`config.mk`:
```
export PLATFORM = sky130hd
export DESIGN_NAME = sdq_div
export DESIGN_NICKNAME = d
export VERILOG_FILES = /design/src/sv/sdq_pkg.sv /design/src/sv/sdq_div.sv
export SDC_FILE = /design/constraint.sdc
export NUM_CORES = 1
export LEC_CHECK = 0
export ABC_CLOCK_PERIOD_IN_PS = 17390
export BUFFER_PORTS_ARGS = -buffer_cell sky130_fd_sc_hd__buf_2
export CAP_MARGIN = 10
export CORE_UTILIZATION = 30
export CTS_CLUSTER_SIZE = 24
export DETAILED_ROUTE_END_ITERATION = 12
export PLACE_DENSITY = 0.45
export SYNTH_ARGS = -nofsm -noshare
export SYNTH_HDL_FRONTEND = slang
export SYNTH_SLANG_ARGS = --single-unit
```
`constraint.sdc`:
```
create_clock -name clk -period 17.39 [get_ports clk]
set_input_delay 3.478 -clock clk [delete_from_list [all_inputs] [get_ports clk]]
set_output_delay 3.478 -clock clk [all_outputs]
set_load 0.005 [all_outputs]
```
`src/sv/sdq_pkg.sv`:
```
// Shared constants, types and helpers for the searchable deque with running average.
package sdq_pkg;

  // Ring buffer depth; kept a power of two so that pointers wrap by truncation.
  localparam int DEPTH  = 256;
  localparam int ADDR_W = $clog2(DEPTH);
  localparam int CNT_W  = $clog2(DEPTH + 1);
  localparam int DATA_W = 32;
  localparam int SUM_W  = 40;
  localparam int POS_W  = 8;

  // The divider retires this many quotient bits per cycle.
  localparam int DIV_DIGIT_W = 4;

  typedef enum logic [1:0] {
    MODE_PUSH      = 2'd0,
    MODE_POP_FRONT = 2'd1,
    MODE_POP_REAR  = 2'd2,
    MODE_SEARCH    = 2'd3
  } mode_t;

  typedef enum logic [1:0] {
    STAT_OK        = 2'd0,
    STAT_EMPTY     = 2'd1,
    STAT_NOT_FOUND = 2'd2,
    STAT_FULL      = 2'd3
  } status_t;

  // Request to the mean divider.
  typedef struct packed {
    logic                    start;
    logic signed [SUM_W-1:0] dividend;
    logic [CNT_W-1:0]        divisor;
  } div_req_t;

  // Answer from the mean divider.
  typedef struct packed {
    logic                     done;
    logic signed [DATA_W-1:0] quotient;
  } div_rsp_t;

  // Sign-extends a stored value to the width of the running sum.
  function automatic logic signed [SUM_W-1:0] sext_value(input logic signed [DATA_W-1:0] v);
    sext_value = {{(SUM_W - DATA_W){v[DATA_W-1]}}, v};
  endfunction

endpackage

```
`src/sv/sdq_div.sv`:
```
// Iterative signed-by-unsigned divider for the mean, four quotient bits per cycle.
module sdq_div
  import sdq_pkg::*;
(
  input  logic     clk,
  input  logic     rst,
  input  div_req_t req,
  output div_rsp_t rsp
);

  localparam int DIV_STEPS = SUM_W / DIV_DIGIT_W;
  localparam int DIV_CNT_W = $clog2(DIV_STEPS);

  logic                 busy;
  logic                 done;
  logic [DIV_CNT_W-1:0] cnt;
  logic                 neg;
  logic [CNT_W-1:0]     dvs;
  logic [CNT_W-1:0]     rem;
  logic [SUM_W-1:0]     quo;
  logic [CNT_W-1:0]     rem_next;
  logic [SUM_W-1:0]     quo_next;
  logic [SUM_W-1:0]     quo_signed;

  // Restoring division over one digit: the remainder stays below the divisor.
  always_comb begin
    logic [CNT_W-1:0] r;
    logic [SUM_W-1:0] q;
    logic [CNT_W:0]   t;
    r = rem;
    q = quo;
    for (int k = 0; k < DIV_DIGIT_W; k++) begin
      t = {r, q[SUM_W-1]};
      q = {q[SUM_W-2:0], 1'b0};
      if (t >= {1'b0, dvs}) begin
        r    = CNT_W'(t - {1'b0, dvs});
        q[0] = 1'b1;
      end else begin
        r = t[CNT_W-1:0];
      end
    end
    rem_next = r;
    quo_next = q;
  end

  // Control of the iteration.
  always_ff @(posedge clk) begin
    if (rst) begin
      busy <= 1'b0;
      done <= 1'b0;
      cnt  <= '0;
    end else begin
      done <= 1'b0;
      if (req.start) begin
        busy <= 1'b1;
        cnt  <= '0;
      end else if (busy) begin
        cnt <= cnt + 1'b1;
        if (cnt == DIV_CNT_W'(DIV_STEPS - 1)) begin
          busy <= 1'b0;
          done <= 1'b1;
        end
      end
    end
  end

  // Datapath: the dividend magnitude shifts out as quotient bits shift in.
  always_ff @(posedge clk) begin
    if (req.start) begin
      neg <= req.dividend[SUM_W-1];
      quo <= req.dividend[SUM_W-1] ? SUM_W'(-req.dividend) : SUM_W'(req.dividend);
      rem <= '0;
      dvs <= req.divisor;
    end else if (busy) begin
      quo <= quo_next;
      rem <= rem_next;
    end
  end

  // Truncation toward zero: negate the magnitude quotient for a negative sum.
  assign quo_signed   = neg ? SUM_W'(-quo) : quo;
  assign rsp.done     = done;
  assign rsp.quotient = quo_signed[DATA_W-1:0];

endmodule

```
======== Word level (Yosys, flattened, before mapping) ========
Cells that the tools add are included.
W data, S select, Z words.
storage, ports and cells
  register bits ........................... 65
  bits in latches ......................... 0
  RAM bits ................................ 0
  bits in read-only memories .............. 0
  input bits .............................. 52
  output and inout bits ................... 33
  logic and storage cells ................. 39
  memories ................................ 0
operators by class
  add/subtract/negate cells ............... 7
  multiply operators ...................... 0
  div/mod/pow operators ................... 0
  $lt $le $gt $ge ......................... 4
  equal/unequal tests ..................... 1
  shift-type cells ........................ 0
  muxes and demuxes ....................... 16
  bitwise logic cells ..................... 1
  reduce and logical (&&, ||, !) cells .... 3
operators by type and width
  operator               number
  $mux W40               3
  $ge A10 B9 Y1          4
  $neg A40 Y40           1
  $mux W9                4
  $sub A9 B9 Y9          4
  $mux W32               1
  $neg A32 Y32           1
  $mux W1                8
  $add A4 B1 Y4 const B  1
  $eq A4 B4 Y1 const B   1
  $reduce_or A3 Y1       1
  $reduce_bool A2 Y1     1
  $reduce_or A2 Y1       1
  $not A1 Y1             1

======== Longest topological paths before layout ========
  depth after elaboration ................. 10
  gate-level depth with buffers ........... 36
  gate-level depth less buffers ........... 34

======== Worst setup path before layout ========
No wires, ideal clock.
  kind .................................... reg2reg
  start ................................... register dvs[1]
  end ..................................... register rem[2]
  setup time .............................. 0.060 ns
  arrival time ............................ 7.481 ns
  required time ........................... 17.330 ns
  setup slack ............................. 9.849 ns
  stages on the path, launching flop included .. 32
  path buffers ............................ 2
  period minus slack after synthesis ...... 7.541 ns
  path through ............................ edfxtp_1 -> inv_1 -> fa_1 -> a21oi_2 -> a211oi_1 -> or3_1 -> buf_2 -> mux2_2 -> ha_1 -> nor2_1 -> a211oi_1 -> o41a_1 -> a211o_1 -> clkbuf_1 -> nand2_1 -> o21ai_0 -> fa_1 -> o21ai_0 -> a21oi_1 -> o211a_1 -> o221a_2 -> o21ai_2 -> mux2i_1 -> fa_1 -> a21o_1 -> a21oi_1 -> o22ai_1 -> o31ai_1 -> o2111a_1 -> mux2i_1 -> or4b_1 -> nand2_1
between the ends
  longest elaborated chain between the ends .. 8
  elaborated cells between the ends (all ways) .. 12
  classes of those cells .................. add/sub: 4; order compare: 4; mux: 4
RTL lines
  element                                                RTL line                      source
  start: declaration                                     sdq_div.sv:18                 logic [CNT_W-1:0] dvs;
  start signal: assignment                               sdq_div.sv:73                 dvs <= req.divisor;
  $sub A9 B9 Y9 / $ge A10 B9 Y1 (equally long branches)  sdq_div.sv:36, sdq_div.sv:35
  $mux W9                                                sdq_div.sv:35                 if (t >= {1'b0, dvs}) begin
  $ge A10 B9 Y1 / $sub A9 B9 Y9 (equally long branches)  sdq_div.sv:35, sdq_div.sv:36
  $mux W9                                                sdq_div.sv:35
  $sub A9 B9 Y9 / $ge A10 B9 Y1 (equally long branches)  sdq_div.sv:36, sdq_div.sv:35
  $mux W9                                                sdq_div.sv:35
  $sub A9 B9 Y9 / $ge A10 B9 Y1 (equally long branches)  sdq_div.sv:36, sdq_div.sv:35
  $mux W9 *                                              sdq_div.sv:35
  end signal: assignment                                 sdq_div.sv:76                 rem <= rem_next;
  end: declaration                                       sdq_div.sv:19                 logic [CNT_W-1:0] rem;
Mark *: on every way between the ends. The rest lies on a longest branch, timed or not.
A chain may end at the register's enable or synchronous reset.

======== Final worst setup path ========
Ends and elaborated chain as after synthesis.

==> flow_summary_export.csv <==
group,metric,value,unit
finish,area_growth,16.1,%
logic_synthesis,yosys.area_share.simple,17.6,%
logic_synthesis,yosysWarningCount,0,
logic_synthesis,synth_top_family_by_area,"compound AO/OA/AOI/OAI gates",
timing,final_max_slew_viol_count,0,
worst_setup_path,required,17.66,ns
logic_synthesis,yosysUniqueCellTypes,64,
logic_synthesis,synth_common_cells,"71 x nor2_1, 52 x a21oi_1, 50 x edfxtp_1",
detailed_routing,first_iter_violations,319,
logic_synthesis,synthXorXnorAreaFrac,13.7,%
timing,fmax,0.111,GHz
worst_setup_path,cp_top_family,"compound AO/OA/AOI/OAI gates",
run_status,outcome,"completed",
floorplan,die_h,143,um
timing,setup_slack,8.37,ns
worst_setup_path,cp.arrival,9.29,ns
logic_synthesis,synth_edf_count,50,
logic_synthesis,synth_top_area_share,25.3,%
floorplan,die_w,143,um
cts,cts_resized,0,
floorplan,start_util,30.6,%
detailed_routing,vias,5170,
logic_synthesis,synthFlopType,"edfxtp_1",
worst_setup_path,setup.worst_path.class,"reg -> reg",
global_route,grt_pass1_vias,5097,
finish,layout-drive-gt1-share,18.8,%
detailed_routing,routed_via_density,5.11,
cts,clkTransAtPathRegs,0.06,ns
logic_synthesis,synth_compound_area_share,18.7,%
logic_synthesis,synth_area_leaders,"edfxtp_1 25%, ha_1 8.4%, xnor2_1 7.1%",
cts,cts_setup_buffers,0,
timing,fin_skew,0.0125,ns
min_path,hp-class,"reg -> reg",
logic_synthesis,synthMuxAreaShare,5.59,%
logic_synthesis,async_flop_share,0,%
cts,h-tree-depth,3,
logic_synthesis,avgSynthCellArea,8.88,um2
finish,fin_area,6890,um2
placed_design,gp_congestion,0.858,
logic_synthesis,netlist_instances,668,
run,cap_violations,0,
worst_setup_path,crit_slowest_cell,"nor3_1",
cts,clk_latency,0.34,ns
timing,fin_tns_setup,0,ns
logic_synthesis,yosysSeqAreaShare,30.4,%
worst_setup_path,path_max_fanout,11,
global_route,grt_antenna_before_repair,1,
finish,fin_nets,837,
placed_design,hpwl,13300,um
timing,tightest_slew,1.02,ns
detailed_routing,wirelength,17200,um
detailed_routing,ant_nets,0,
placed_design,portBuffers,84,
cts,cts_tree,"yes",
timing,finalSetupViolations,0,
cts,cts_made_buffers,9,
timing,rsz0062_at_grt,"no",
floorplan,coreArea,19400,um2
timing,layout_worst_path_cycle_share,51.9,%
worst_setup_path,crit_buf_inv,2,
placed_design,placed_cell_area,6610,um2
detailed_routing,firstDrtPassIters,7,
placed_design,post-place-ws,8.49,ns
global_route,grt.total_usage,17.3,%
logic_synthesis,syn_area,5930,um2
floorplan,io_pins,85,
cts,hold_buffers,0,
timing,final-hold-violation-count,0,
cts,root_buffer,"clkbuf_16",
global_route,grt-ovfl-total,0,
worst_setup_path,max_stage_delay,0.66,ns
cts,cts_sinks,65,
floorplan,rows,51,
floorplan,dieArea,20300,um2
timing,fin_crit,9.02,ns
logic_synthesis,synth_nets,764,
detailed_routing,routedWlPerCell,17.0,um
global_route,grt_start_max_net_pins,61,
timing,relSlewSlack,31.8,%
worst_setup_path,startpoint,"dvs[1]$_DFFE_PP_",
worst_setup_path,start_kind,"flop",
worst_setup_path,r2r_start,"dvs[1]$_DFFE_PP_",
logic_synthesis,yosysTopAreaCell,"edfxtp_1",
global_route,grt_pass1_wl,26800,um
logic_synthesis,yosysMostFrequentCell,"nor2_1",
min_path,hp-start,"rem[8]$_SDFFE_PP0P_",
logic_synthesis,synthAdderAreaFrac,9.79,%
logic_synthesis,synth-seq-cells,65,
worst_setup_path,setup.worst_path.end_class,"flop",
detailed_routing,drc,0,
cts,clockBufferDepth,2,
## cells in the final DEF, fill, tap and decap left out, types with 3 or more instances in the layout
cell	instances
buf_2	83
nor2_1	71
a21oi_1	52
edfxtp_1	50
xnor2_1	48
xor2_1	45
nand2_1	41
ha_1	40
inv_1	39
o21ai_0	38
mux2_2	17
o31ai_1	15
dfxtp_1	15
nor3_1	14
mux2i_1	14
a211oi_1	13
o41ai_1	12
nand4_1	10
nand2b_1	9
clkbuf_16	9
or2_2	8
nand3_1	7
nor2b_1	6
a21o_1	6
or4_1	6
nor3b_1	5
or3_1	4
nor4_1	4
fa_1	4
o21bai_1	3
or4_4	3
## registers in the layout, indices dropped and copies added (netlist names)
name and cells:
quo 40, dvs 9, rem 9, cnt 4, busy 1, done 1
neg 1
## cell families (layout without fill, tap and decap cells)
logic type                 count (synthesis)  count (layout)
AOI/OAI and AO/OA                        167             167
xor gates and xnor gates                  93              93
adders and majority gates                 44              44
buffers and inverters                     63             141
DFF                                       65              65
muxes                                     31              31
other                                      0               1
and+or+nand+nor                          205             205
## cell type report
type / instances / area, um2
fillers: 2044 / 12500
multi-input cells: 540 / 3880
flip-flops and latches: 65 / 1800
repair buffers: 86 / 442
well taps: 265 / 332
clock buffers: 13 / 260
inverters: 39 / 146
clock inverters: 3 / 17.5
diodes: 1 / 2.50
## tightest hold or removal path: stages, from the launching register on
cell      delay, ns
dfxtp_1        0.32
nor2_1         0.09
a211oi_1       0.05
## routing by layer
| layer | vias up | GRT usage, % | share of wire (%) |
|---|---|---|---|
| li1 | 2589 | - | - |
| met1 | 2451 | 22.9 | 47 |
| met2 | 108 | 28.4 | 47 |
| met3 | 22 | 2.75 | 3.5 |
| met4 | 0 | 6.62 | 2.2 |
| met5 | - | 0 | 0 |
## final timing paths
| path | cells past startpoint | slack (ns) | endpoint |
|---|---|---|---|
| setup / recovery | 30 | 8.37 | rem[2]$_SDFFE_PP0P_ |
| hold / removal | 2 | 0.51 | rem[8]$_SDFFE_PP0P_ |
| setup reg to reg | 30 | 8.37 | rem[2]$_SDFFE_PP0P_ |
| hold reg to reg | 2 | 0.51 | rem[8]$_SDFFE_PP0P_ |
## metrics by stage
stage / cells / hold WS (ns) / utilization (%)
6_report: 1012 / 0.509 / 35.5
5_1_grt: 1012 / 0.543 / 35.5
4_1_cts: 1011 / 0.508 / 35.5
3_5_place_dp: 995 / 0.500 / 34.0
3_3_place_gp: 994 / 0.505 / 34.0
2_1_floorplan: 668 / 0.463 / -
Power is not shown: default switching activity piles up to over one toggle a cycle in this logic, so the estimate is an artifact.
